File: config.mk
export PLATFORM = sky130hd
export DESIGN_NAME = param_frame_receiver
export DESIGN_NICKNAME = d
export VERILOG_FILES = /design/src/hdl/pfr_pkg.sv /design/src/hdl/pfr_ram.sv /design/src/hdl/param_frame_receiver.sv
export SDC_FILE = /design/constraint.sdc
export NUM_CORES = 1
export LEC_CHECK = 0
export ABC_AREA = 1
export ABC_CLOCK_PERIOD_IN_PS = 4900
export BUFFER_PORTS_ARGS = -buffer_cell sky130_fd_sc_hd__buf_2
export CELL_PAD_IN_SITES_DETAIL_PLACEMENT = 1
export CELL_PAD_IN_SITES_GLOBAL_PLACEMENT = 1
export CORE_MARGIN = 3
export CORE_UTILIZATION = 55
export CTS_CLUSTER_DIAMETER = 80
export CTS_CLUSTER_SIZE = 10
export DETAILED_ROUTE_END_ITERATION = 10
export PLACE_DENSITY_LB_ADDON = 0.1
export SLEW_MARGIN = 30
export SYNTH_ARGS = -nofsm -noshare
export SYNTH_HDL_FRONTEND = slang
export SYNTH_SLANG_ARGS = --single-unit
File: constraint.sdc
create_clock -name clk -period 4.9 [get_ports clk]
set_input_delay 0.735 -clock clk [delete_from_list [all_inputs] [get_ports clk]]
set_output_delay 0.735 -clock clk [all_outputs]
set_load 0.02 [all_outputs]
File: src/hdl/pfr_pkg.sv
// ----------------------------------------------------------------------------
// pfr_pkg
// Shared constants and types for the parameter frame receiver: frame codes,
// store geometry and the sequencer state type.
// ----------------------------------------------------------------------------
package pfr_pkg;

    localparam int WORD_COUNT    = 14;
    localparam int PAYLOAD_BYTES = 56;

    localparam int BYTE_W       = 8;
    localparam int WORD_W       = 32;
    localparam int WORD_INDEX_W = 4;

    localparam int CNT_W       = $clog2(PAYLOAD_BYTES + 1);
    localparam int STORE_WORDS = (PAYLOAD_BYTES + 3) / 4;
    localparam int SADDR_W     = (STORE_WORDS > 1) ? $clog2(STORE_WORDS) : 1;
    localparam int ISSUE_W     = $clog2(WORD_COUNT + 1);
    localparam int WIDX_W      = (WORD_COUNT > 1) ? $clog2(WORD_COUNT) : 1;

    localparam logic [BYTE_W-1:0] HDR_FIRST   = 8'h55;
    localparam logic [BYTE_W-1:0] HDR_SECOND  = 8'hAA;
    localparam logic [BYTE_W-1:0] TRAILER     = 8'h02;
    localparam logic [BYTE_W-1:0] CMD_READ    = 8'h01;
    localparam logic [BYTE_W-1:0] CMD_CAPTURE = 8'h02;
    localparam logic [BYTE_W-1:0] CMD_BEEP    = 8'h03;

    localparam logic [1:0] LANE_0 = 2'd0;
    localparam logic [1:0] LANE_1 = 2'd1;
    localparam logic [1:0] LANE_2 = 2'd2;
    localparam logic [1:0] LANE_3 = 2'd3;

    typedef enum logic [0:0] {
        ST_IDLE,
        ST_EMIT
    } state_t;

endpackage

File: src/hdl/pfr_ram.sv
// ----------------------------------------------------------------------------
// pfr_ram
// Generic single-write, single-read RAM with a registered read port.
// ----------------------------------------------------------------------------
module pfr_ram #(
    parameter int WIDTH = 32,
    parameter int DEPTH = 16
) (
    input  logic                                   clk,
    input  logic                                   we,
    input  logic [((DEPTH > 1) ? $clog2(DEPTH) : 1)-1:0] waddr,
    input  logic [WIDTH-1:0]                       wdata,
    input  logic                                   re,
    input  logic [((DEPTH > 1) ? $clog2(DEPTH) : 1)-1:0] raddr,
    output logic [WIDTH-1:0]                       rdata
);

    logic [WIDTH-1:0] mem [DEPTH];
    logic [WIDTH-1:0] rdata_reg;

    always_ff @(posedge clk)
    begin
        if (we)
        begin
            mem[waddr] <= wdata;
        end
        if (re)
        begin
            rdata_reg <= mem[raddr];
        end
    end

    assign rdata = rdata_reg;

endmodule

File: src/hdl/param_frame_receiver.sv
// ----------------------------------------------------------------------------
// param_frame_receiver
// Watches a serial byte stream for 0x55 0xAA headers and their command byte,
// captures the payload into a word store and reads out the parameter words
// when a frame closes with its trailer.
// ----------------------------------------------------------------------------
//  channel | signals                    | beat carries
//  --------+----------------------------+--------------------------------------
//  in      | in_valid / in_ready        | rx_byte
//  out     | out_valid / out_ready      | word_valid, word_index, word_bits,
//          |                            | read_request, ack_beep, run_end
//
//  A command gives one beat, registered in the cycle after its byte is taken.
//  A closing trailer starts a readout of WORD_COUNT beats, one word per cycle
//  from the store RAM read port while the output is not stalled.
//  in_ready is low during readout and while a beat is waiting and not taken.
//  Output stalls hold the readout; the RAM output holds the next word.
//  Reset clears control state only; the store needs no clearing.
// ----------------------------------------------------------------------------
module param_frame_receiver (
    input  logic                              clk,
    input  logic                              rst_n,
    input  logic                              in_valid,
    output logic                              in_ready,
    input  logic [pfr_pkg::BYTE_W-1:0]        rx_byte,
    output logic                              out_valid,
    input  logic                              out_ready,
    output logic                              word_valid,
    output logic [pfr_pkg::WORD_INDEX_W-1:0]  word_index,
    output logic [pfr_pkg::WORD_W-1:0]        word_bits,
    output logic                              read_request,
    output logic                              ack_beep,
    output logic                              run_end
);

    pfr_pkg::state_t state_reg, state_next;

    logic [pfr_pkg::BYTE_W-1:0]  prev_reg, prev_next;
    logic [pfr_pkg::BYTE_W-1:0]  prev2_reg, prev2_next;
    logic                        capturing_reg, capturing_next;
    logic [pfr_pkg::CNT_W-1:0]   count_reg, count_next;
    logic [pfr_pkg::WORD_W-1:0]  acc_reg, acc_next;

    logic [pfr_pkg::ISSUE_W-1:0] issue_idx_reg, issue_idx_next;
    logic                        rd_pend_reg, rd_pend_next;
    logic [pfr_pkg::WIDX_W-1:0]  pend_idx_reg, pend_idx_next;
    logic                        pend_zero_reg, pend_zero_next;

    logic                              out_valid_reg, out_valid_next;
    logic                              word_valid_reg, word_valid_next;
    logic [pfr_pkg::WORD_INDEX_W-1:0]  word_index_reg, word_index_next;
    logic [pfr_pkg::WORD_W-1:0]        word_bits_reg, word_bits_next;
    logic                              read_request_reg, read_request_next;
    logic                              ack_beep_reg, ack_beep_next;
    logic                              run_end_reg, run_end_next;

    logic                        in_fire;
    logic                        out_free;
    logic                        hdr_seen;
    logic                        cap_store;
    logic                        cap_end;
    logic                        emit_words;
    logic                        cmd_rq;
    logic                        cmd_bp;
    logic                        cmd_cap;
    logic [1:0]                  lane;
    logic [pfr_pkg::CNT_W-1:0]   count_word;

    logic                        issue;
    logic                        issue_in_store;
    logic                        load_word;
    logic                        last_load;

    logic                        ram_we;
    logic [pfr_pkg::SADDR_W-1:0] ram_waddr;
    logic                        ram_re;
    logic [pfr_pkg::SADDR_W-1:0] ram_raddr;
    logic [pfr_pkg::WORD_W-1:0]  ram_rdata;

    pfr_ram #(
        .WIDTH (pfr_pkg::WORD_W),
        .DEPTH (pfr_pkg::STORE_WORDS)
    ) u_store (
        .clk   (clk),
        .we    (ram_we),
        .waddr (ram_waddr),
        .wdata (acc_next),
        .re    (ram_re),
        .raddr (ram_raddr),
        .rdata (ram_rdata)
    );

    // byte decode
    always_comb
    begin
        out_free   = !out_valid_reg || out_ready;
        in_fire    = in_valid && in_ready;
        hdr_seen   = (prev2_reg == pfr_pkg::HDR_FIRST) && (prev_reg == pfr_pkg::HDR_SECOND);
        cap_store  = capturing_reg && (32'(count_reg) < pfr_pkg::PAYLOAD_BYTES);
        cap_end    = capturing_reg && !(32'(count_reg) < pfr_pkg::PAYLOAD_BYTES);
        emit_words = cap_end && (rx_byte == pfr_pkg::TRAILER);
        cmd_rq     = hdr_seen && (rx_byte == pfr_pkg::CMD_READ);
        cmd_cap    = hdr_seen && (rx_byte == pfr_pkg::CMD_CAPTURE);
        cmd_bp     = hdr_seen && ((rx_byte == pfr_pkg::CMD_READ)
                                  || (rx_byte == pfr_pkg::CMD_CAPTURE)
                                  || (rx_byte == pfr_pkg::CMD_BEEP));
        lane       = count_reg[1:0];
        count_word = count_reg >> 2;
    end

    // readout control
    always_comb
    begin
        issue_in_store = 32'(issue_idx_reg) < pfr_pkg::STORE_WORDS;
        load_word      = (state_reg == pfr_pkg::ST_EMIT) && rd_pend_reg && out_free;
        issue          = (state_reg == pfr_pkg::ST_EMIT)
                         && (32'(issue_idx_reg) < pfr_pkg::WORD_COUNT)
                         && (!rd_pend_reg || load_word);
        last_load      = load_word && (32'(pend_idx_reg) == pfr_pkg::WORD_COUNT - 1);
        ram_re         = issue && issue_in_store;
        ram_raddr      = pfr_pkg::SADDR_W'(issue_idx_reg);
        ram_we         = in_fire && cap_store
                         && ((lane == pfr_pkg::LANE_3)
                             || (32'(count_reg) == pfr_pkg::PAYLOAD_BYTES - 1));
        ram_waddr      = count_word[pfr_pkg::SADDR_W-1:0];
    end

    // next state
    always_comb
    begin
        state_next = state_reg;
        case (state_reg)
            pfr_pkg::ST_IDLE:
            begin
                if (in_fire && emit_words)
                begin
                    state_next = pfr_pkg::ST_EMIT;
                end
            end
            pfr_pkg::ST_EMIT:
            begin
                if (last_load)
                begin
                    state_next = pfr_pkg::ST_IDLE;
                end
            end
            default:
            begin
                state_next = pfr_pkg::ST_IDLE;
            end
        endcase
    end

    // state outputs and datapath
    always_comb
    begin
        in_ready = (state_reg == pfr_pkg::ST_IDLE) && out_free;

        prev_next      = prev_reg;
        prev2_next     = prev2_reg;
        capturing_next = capturing_reg;
        count_next     = count_reg;
        acc_next       = acc_reg;

        issue_idx_next = issue_idx_reg;
        rd_pend_next   = rd_pend_reg;
        pend_idx_next  = pend_idx_reg;
        pend_zero_next = pend_zero_reg;

        out_valid_next    = out_valid_reg && !out_ready;
        word_valid_next   = word_valid_reg;
        word_index_next   = word_index_reg;
        word_bits_next    = word_bits_reg;
        read_request_next = read_request_reg;
        ack_beep_next     = ack_beep_reg;
        run_end_next      = run_end_reg;

        case (lane)
            pfr_pkg::LANE_0: acc_next = {24'd0, rx_byte};
            pfr_pkg::LANE_1: acc_next = {acc_reg[31:16], rx_byte, acc_reg[7:0]};
            pfr_pkg::LANE_2: acc_next = {acc_reg[31:24], rx_byte, acc_reg[15:0]};
            pfr_pkg::LANE_3: acc_next = {rx_byte, acc_reg[23:0]};
            default:         acc_next = acc_reg;
        endcase

        if (in_fire)
        begin
            prev_next  = rx_byte;
            prev2_next = prev_reg;
            if (cap_store)
            begin
                count_next = count_reg + 1'b1;
            end
            else if (cap_end)
            begin
                count_next     = '0;
                capturing_next = 1'b0;
            end
            if (cmd_cap)
            begin
                count_next     = '0;
                capturing_next = 1'b1;
            end
            if (emit_words)
            begin
                issue_idx_next = '0;
                rd_pend_next   = 1'b0;
            end
            else if (cmd_rq || cmd_bp)
            begin
                out_valid_next    = 1'b1;
                word_valid_next   = 1'b0;
                word_index_next   = '0;
                word_bits_next    = '0;
                read_request_next = cmd_rq;
                ack_beep_next     = cmd_bp;
                run_end_next      = 1'b1;
            end
        end
        else
        begin
            acc_next = acc_reg;
        end

        if (load_word)
        begin
            rd_pend_next      = 1'b0;
            out_valid_next    = 1'b1;
            word_valid_next   = 1'b1;
            word_index_next   = pfr_pkg::WORD_INDEX_W'(pend_idx_reg);
            word_bits_next    = pend_zero_reg ? '0 : ram_rdata;
            read_request_next = last_load;
            ack_beep_next     = last_load;
            run_end_next      = last_load;
        end

        if (issue)
        begin
            rd_pend_next   = 1'b1;
            pend_idx_next  = pfr_pkg::WIDX_W'(issue_idx_reg);
            pend_zero_next = !issue_in_store;
            issue_idx_next = issue_idx_reg + 1'b1;
        end
    end

    always_ff @(posedge clk or negedge rst_n)
    begin
        if (!rst_n)
        begin
            state_reg     <= pfr_pkg::ST_IDLE;
            prev_reg      <= '0;
            prev2_reg     <= '0;
            capturing_reg <= 1'b0;
            count_reg     <= '0;
            issue_idx_reg <= '0;
            rd_pend_reg   <= 1'b0;
            out_valid_reg <= 1'b0;
        end
        else
        begin
            state_reg     <= state_next;
            prev_reg      <= prev_next;
            prev2_reg     <= prev2_next;
            capturing_reg <= capturing_next;
            count_reg     <= count_next;
            issue_idx_reg <= issue_idx_next;
            rd_pend_reg   <= rd_pend_next;
            out_valid_reg <= out_valid_next;
        end
    end

    always_ff @(posedge clk)
    begin
        acc_reg          <= acc_next;
        pend_idx_reg     <= pend_idx_next;
        pend_zero_reg    <= pend_zero_next;
        word_valid_reg   <= word_valid_next;
        word_index_reg   <= word_index_next;
        word_bits_reg    <= word_bits_next;
        read_request_reg <= read_request_next;
        ack_beep_reg     <= ack_beep_next;
        run_end_reg      <= run_end_next;
    end

    assign out_valid    = out_valid_reg;
    assign word_valid   = word_valid_reg;
    assign word_index   = word_index_reg;
    assign word_bits    = word_bits_reg;
    assign read_request = read_request_reg;
    assign ack_beep     = ack_beep_reg;
    assign run_end      = run_end_reg;

endmodule

==> reports/metrics.yaml, run 1 <==
worst_setup_path:
  path_cells: "nand2_2 -> nor2_2 -> nor2_4 -> buf_4"
  endpoint_kind: "flip-flop"
  required_ps: 5150
  crit_buf_inv: 1
  path_depth: 4
  rr_worst_depth: 4
  slowest_delay_ps: 750
  cp.arrival_ps: 3380
  path_max_fanout: 54
  crit_type: "flip-flop to flip-flop"
  cp_top_family: "simple AND/OR/NAND/NOR gates"
  cp_slowest_cell: "nor2_4"
  start_kind: "flip-flop"
grt:
  grt_first_pass_wirelength_um: 99300
  antenna_found_initial: 0
  grt_use_total: 0.299
  grt_pass1_vias: 16736
  overflow: 0
  grt_max_degree: 75
sta:
  rsz0062_at_grt: "no"
  fin_tns_setup_ps: 0
  worst_pin_slew_ps: 901
  slew_headroom: 0.398
  whs_ps: 199
  fin_ws_ps: 1770
  fin_crit_ps: 3130
  setup_viol: 0
  finalCritPeriodShare: 0.638
  finClkSkew_ps: 20.1
  slew_violations: 0
  hold_viol: 0
  fmax_ghz: 0.320
clock_tree:
  htree_num_levels: 3
  post_cts_buffers: 0
  cts_resized: 0
  clk_transition_reported_paths_ps: 60
  cts_buffer_depth: 3
  numCtsBuffers: 68
  insertion_delay_ps: 590
  cts_hold_buf: 0
  cts.sinks: 587
  tritoncts: "built"
  cts-root-buf: "clkbuf_16"
place:
  portBuffers: 53
  dp_hpwl_um: 38600
  dp_slack_ps: 1500
  dp_cells: 2427
  gp_congestion: 0.816
floorplan:
  die_h_um: 211
  rows: 74
  die-area_mm2: 0.0443
  dieWidth_um: 211
  start_util: 0.560
  coreArea_mm2: 0.0411
  io_pins: 54
layout:
  fin_nets: 1984
  largest_register_ffs: 448
  drive_above_1_share: 0.117
  fin_cells: 2527
  antennaDiodeCount: 0
  top_register: "u_store.mem"
  area_delta_synth_final_pct: 13.4
synth:
  synth_cells: 1882
  synth_ff_type: "edfxtp_1"
  synth.avg_cell_area_um2: 12.2
  yosysWarnings: 0
  syn-num-nets: 1900
  seq_area_frac_synth: 0.745
  ys_async_sr_fraction: 0.0511
  netlist_area_mm2: 0.0230
  ys_types: 35
  synth_seq_cells: 587
  synth_edf_count: 524
routing:
  antenna_left: 0
  drc: 0
  drtPass1Iterations: 5
  routed_wl_um: 65500
  vias_per_cell: 6.07
  dr_total_vias: 15327
  drt-initial-drc-count: 1309
  detail_route.wl_per_cell_um: 25.9
min_path:
  hold_path.class: "input port to asynchronous set/reset pin"
power_and_ir_drop:
  p_leak_uw: 0.00914
  peakVddDrop_uv: 296
  powerDensity_mw_per_mm2: 384
run_status:
  status: "finished, final reports clean"
flow_run:
  drv_cap: 0
==> final timing paths <==
path	startpoint	to	slack, ps
setup / recovery	issue_idx_reg[1]$_DFFE_PN0P_	u_store.rdata[6]$_DFFE_PP_	1770
max in group asynchronous	rst_n	issue_idx_reg[0]$_DFFE_PN0P_	4170
setup reg to reg	issue_idx_reg[1]$_DFFE_PN0P_	u_store.rdata[6]$_DFFE_PP_	1770
min in group clk	word_valid$_SDFFE_PP1P_	word_valid$_SDFFE_PP1P_	470
hold reg to reg	word_valid$_SDFFE_PP1P_	word_valid$_SDFFE_PP1P_	470
hold / removal	rst_n	prev2_reg[5]$_DFFE_PN0P_	200
==> worst reg2reg max path, cell delays in order (launching register included) <==
cell     delay, ps
dfrtp_4        740
nand2_2        700
nor2_2         180
nor2_4         750
buf_4          420
==> Yosys cell counts, types with 7 or more instances <==
| master | count | share of area |
|---|---|---|
| o22ai_1 | 10 | 0.0027 |
| inv_1 | 94 | 0.015 |
| buf_4 | 11 | 0.0036 |
| clkbuf_1 | 28 | 0.0046 |
| nand2_1 | 467 | 0.076 |
| dfrtp_1 | 30 | 0.033 |
| edfxtp_1 | 524 | 0.68 |
| a31oi_1 | 7 | 0.0019 |
| o211ai_1 | 19 | 0.0062 |
| dfxtp_1 | 33 | 0.029 |
| a21oi_1 | 145 | 0.032 |
| buf_2 | 47 | 0.010 |
| nand3_1 | 75 | 0.016 |
| nor2_1 | 152 | 0.025 |
| o31ai_1 | 20 | 0.0065 |
| o21ai_0 | 164 | 0.036 |
==> placed cells by master, fill, tap and decap left out, types with 27 or more instances in the layout <==
cell	instances
a21oi_1	145
buf_2	53
buf_4	45
clkbuf_16	70
dfrtp_1	27
dfxtp_1	33
edfxtp_1	524
inv_1	94
nand2_1	466
nand3_1	75
nor2_1	137
o21ai_0	163
==> layer usage <==
layer,track usage,up-vias,wire length (um)
met1,0.378,7791,25500
li1,-,6747,-
met4,0.121,0,2440
met5,0,-,0
met3,0.0481,151,4180
met2,0.520,638,33400
==> area by class of cell <==
class	instances	area, um2
multi-input combinational	1098	5130
fill	4051	15000
sequential	587	17200
clock buffer	93	1840
inverter	100	384
tap	532	666
timing repair buffer	111	866
clock inverter	6	56.3
==> metrics by stage <==
stage	total power, uW	cell area [um2]	utilization
detailed placement	5640	24200	0.588
global placement	5630	23900	0.582
finish	10000	26100	0.635
floorplan	5580	23000	-
CTS	10100	26100	0.634
global route	10300	26100	0.635
==> cell families after synthesis <==
logic type,count (synthesis),synth area share
XOR/XNOR,2,0.000762
buffers and inverters,197,0.0386
flip-flops,587,0.745
adder cells (fa/ha/maj),6,0.00326
AND/OR/NAND/NOR,716,0.124
AO/OA/AOI/OAI,374,0.0875
==> where the power goes <==
group	switching (uW)	internal (uW)	leakage, uW
logic	84.0	24.5	0.00313
clock network	1890	2600	0.000919
registers	12.7	5420	0.00510
Power figures use the tool's default switching activity.
==> run 2, diff against run 1 <==
--- a/config.mk
+++ b/config.mk
@@ -5,13 +5,13 @@
 export SDC_FILE = /design/constraint.sdc
 export NUM_CORES = 1
 export LEC_CHECK = 0
-export ABC_AREA = 1
-export ABC_CLOCK_PERIOD_IN_PS = 4900
+export ABC_AREA = 0
+export ABC_CLOCK_PERIOD_IN_PS = 2980
 export BUFFER_PORTS_ARGS = -buffer_cell sky130_fd_sc_hd__buf_2
 export CELL_PAD_IN_SITES_DETAIL_PLACEMENT = 1
 export CELL_PAD_IN_SITES_GLOBAL_PLACEMENT = 1
 export CORE_MARGIN = 3
-export CORE_UTILIZATION = 55
+export CORE_UTILIZATION = 54
 export CTS_CLUSTER_DIAMETER = 80
 export CTS_CLUSTER_SIZE = 10
 export DETAILED_ROUTE_END_ITERATION = 10
==> constraint.sdc (replaced) <==
create_clock -name clk -period 2.98 [get_ports clk]
set_input_delay 0.447 -clock clk [delete_from_list [all_inputs] [get_ports clk]]
set_output_delay 0.447 -clock clk [all_outputs]
set_load 0.02 [all_outputs]
==> run 2 against run 1 <==
Effect of this change:
- maximum frequency increased by 28%
- highest routed layer unchanged
- global-route usage decreased by 3.4 points
- flip-flop and latch count unchanged
- critical path depth unchanged
- via count decreased by 18%
- combinational power increased by 110%
- critical path type unchanged
==> reports/metrics.yaml, run 2 <==
worst_setup_path:
  path_cells: "buf_12 -> mux4_2 -> o221ai_1 -> nand3_1"
  cp.arrival_ps: 2740  # -640 ps
  crit_type: "flip-flop to flip-flop"
  start_kind: "flip-flop"
  crit_buf_inv: 1  # unchanged
  rr_worst_depth: 4  # unchanged
  worstReg2RegStart: "issue_idx_reg[0]$_DFFE_PN0P_"
  cp_top_family: "flip-flops"
  endpoint_kind: "flip-flop"
  rrSetupSlack_ps: 530  # -1240 ps
  path_max_fanout: 34  # -37%
  rr_endpoint: "u_store.rdata[27]$_DFFE_PP_"
  cp_slowest_cell: "dfrtp_4"
  required_ps: 3270  # -1880 ps
  slowest_delay_ps: 880  # +130 ps
synth:
  synth_ff_type: "edfxtp_1"
  synth.avg_cell_area_um2: 17.1  # +40%
  synth_edf_count: 524  # unchanged
  ys_types: 54  # +54%
  netlist_area_mm2: 0.0228  # -0.92%
  synth_commonest_cells: "edfxtp_1 (524), nand2_1 (99), mux2_2 (97), mux2i_1 (64), nor2_1 (52)"
  seq_area_frac_synth: 0.752  # +0.00692
  yosysWarnings: 0  # unchanged
  ys_async_sr_fraction: 0.0511  # unchanged
  synth_area_leaders: "edfxtp_1 (69%), mux2_2 (4.8%), dfrtp_1 (3.3%), mux4_2 (3.2%), dfxtp_1 (2.9%)"
  synth.most_common_cell: "edfxtp_1"
  synth_top_area_share: 0.690  # +0.00635
  syn-num-nets: 1350  # -29%
  synth_cells: 1332  # -29%
  yosysTopAreaCell: "edfxtp_1"
  synth_seq_cells: 587  # unchanged
power_and_ir_drop:
  peakVddDrop_uv: 553  # +87%
  powerDensity_mw_per_mm2: 635  # +65%
  p_leak_uw: 0.00875  # -4.3%
min_path:
  hold_start: "rx_byte[5]"
  hold_path.class: "input port to flip-flop"
  whs_path_depth: 3
  min_to: "prev_reg[5]$_DFFE_PN0P_"
clock_tree:
  insertion_delay_ps: 570  # -20 ps
  numCtsBuffers: 68  # unchanged
  cts.sinks: 587  # unchanged
  clk_transition_reported_paths_ps: 60  # about the same
  tritoncts: "built"
  cts-root-buf: "clkbuf_16"
  cts_resized: 0  # unchanged
  htree_num_levels: 3  # unchanged
  cts_buffer_depth: 3  # unchanged
routing:
  routed_wl_um: 58400  # -11%
  detail_route.wl_per_cell_um: 28.9  # +12%
  antenna_left: 0  # unchanged
  drtPass1Iterations: 5  # unchanged
  drt-initial-drc-count: 1033  # -21%
  vias_per_cell: 6.25  # +3.0%
  dr_total_vias: 12607  # -18%
  drc: 0  # unchanged
sta:
  fmax_ghz: 0.409  # +28%
  fin_crit_ps: 2450  # -680 ps
  rsz0062_at_grt: "no"
  slew_headroom: 0.451  # +0.0530
  setup_viol: 0  # unchanged
  fin_tns_setup_ps: 0  # unchanged
  finalCritPeriodShare: 0.821  # +0.183
  slew_violations: 0  # unchanged
  worst_pin_slew_ps: 818  # -82.9 ps
  fin_ws_ps: 535  # -1240 ps
  hold_viol: 0  # unchanged
  finClkSkew_ps: 16.5  # -3.61 ps
place:
  dp_slack_ps: 464  # -1040 ps
  portBuffers: 53  # unchanged
  dp_hpwl_um: 33800  # -12%
  dp_cells: 1913  # -21%
  gp_congestion: 0.797  # -2.3%
flow_run:
  drv_cap: 0  # unchanged
grt:
  grt_first_pass_wirelength_um: 86200  # -13%
  grt_pass1_vias: 13344  # -20%
  overflow: 0  # unchanged
  grt_max_degree: 62  # -17%
  antenna_found_initial: 0  # unchanged
  grt_use_total: 0.265  # -0.0342
floorplan:
  coreArea_mm2: 0.0413  # +0.45%
  die_h_um: 211  # +0.44%
  rows: 74  # unchanged
  start_util: 0.552  # -0.00763
  dieWidth_um: 211  # +0.44%
  die-area_mm2: 0.0447  # +0.89%
  io_pins: 54  # unchanged
layout:
  final_cell_mix: "edfxtp_1 (524), nand2_1 (99), mux2_2 (97)"
  area.sequential_mm2: 0.0172  # about the same
  fin_nets: 1470  # -26%
  largest_register_ffs: 448  # unchanged
  antennaDiodeCount: 0  # unchanged
  top_register: "u_store.mem"
  final_core_util: 0.634  # about the same
  fin_cells: 2018  # -20%
  drive_above_1_share: 0.248  # +0.132
  area_delta_synth_final_pct: 14.9
  fill_cells: 3593  # -11%
  final_common_cell: "edfxtp_1"
  multi_input_area_mm2: 0.00539  # +5.1%
run_status:
  status: "finished, final reports clean"
==> run 2: where the power goes <==
part | internal (uW) | switching [uW]
combinational | 51.5 | 181
clock | 4340 | 3040
sequential | 9000 | 24.8
total | 13400 | 3240
==> run 2: cells by family (layout without fill, tap and decap cells) <==
| logic type | Yosys count | count (layout) | synth area share |
|---|---|---|---|
| compound gates | 156 | 156 | 0.0480 |
| mux | 194 | 194 | 0.108 |
| simple gates | 305 | 305 | 0.0710 |
| flops | 587 | 587 | 0.752 |
| buf+inv | 84 | 238 | 0.0169 |
| fa+ha+maj | 6 | 6 | 0.00329 |
==> run 2: metal layers <==
| layer | vias to the layer above | part of all wire | track usage |
|---|---|---|---|
| li1 | 5437 | - | - |
| met1 | 6604 | 0.42 | 0.369 |
| met5 | - | 0 | 0 |
| met4 | 0 | 0.022 | 0.0794 |
| met2 | 470 | 0.50 | 0.441 |
| met3 | 96 | 0.063 | 0.0375 |
==> run 2: final cells by class <==
type,count,share of cell area
inverter,7,0.00100
multi-input combinational,661,0.206
clock inverter,2,0.000525
clock buffer,102,0.0723
tap,532,0.0254
sequential,587,0.655
timing repair buffer,127,0.0400
==> run 2: worst max-delay path by stage <==
| stage | start | end | slack (ps) | cells after the start |
|---|---|---|---|---|
| 2_1_floorplan | out_valid$_DFF_PN0_ | u_store.mem[8][0]$_DFFE_PP_ | -160 | 4 |
| 3_3_place_gp | out_ready | u_store.mem[13][10]$_DFFE_PP_ | 490 | 7 |
| 3_5_place_dp | out_ready | u_store.mem[13][9]$_DFFE_PP_ | 460 | 7 |
| 4_1_cts | issue_idx_reg[0]$_DFFE_PN0P_ | u_store.rdata[16]$_DFFE_PP_ | 500 | 5 |
| 5_1_grt | count_reg[0]$_DFFE_PN0P_ | u_store.mem[11][11]$_DFFE_PP_ | 330 | 4 |
| 6_report | issue_idx_reg[0]$_DFFE_PN0P_ | u_store.rdata[27]$_DFFE_PP_ | 530 | 4 |
==> run 2: tightest hold or removal path, delay by kind of cell <==
family        cells  cell delay [ps]
simple gates      2              130
buf+inv           1              180
==> run 2: per-stage QoR <==
step	hold slack, ps	total power (uW)	instance area, um2
4_1_cts	209	16800	26200
6_report	235	16600	26200
3_3_place_gp	456	9410	24300
3_5_place_dp	461	9430	24300
2_1_floorplan	151	9300	22800
5_1_grt	252	17200	26200
==> run 2: repair_timing <==
action,4_1_cts,5_1_grt
hold buffers,1,0
buffers inserted,0,0
endpoints found under the hold margin,30,0
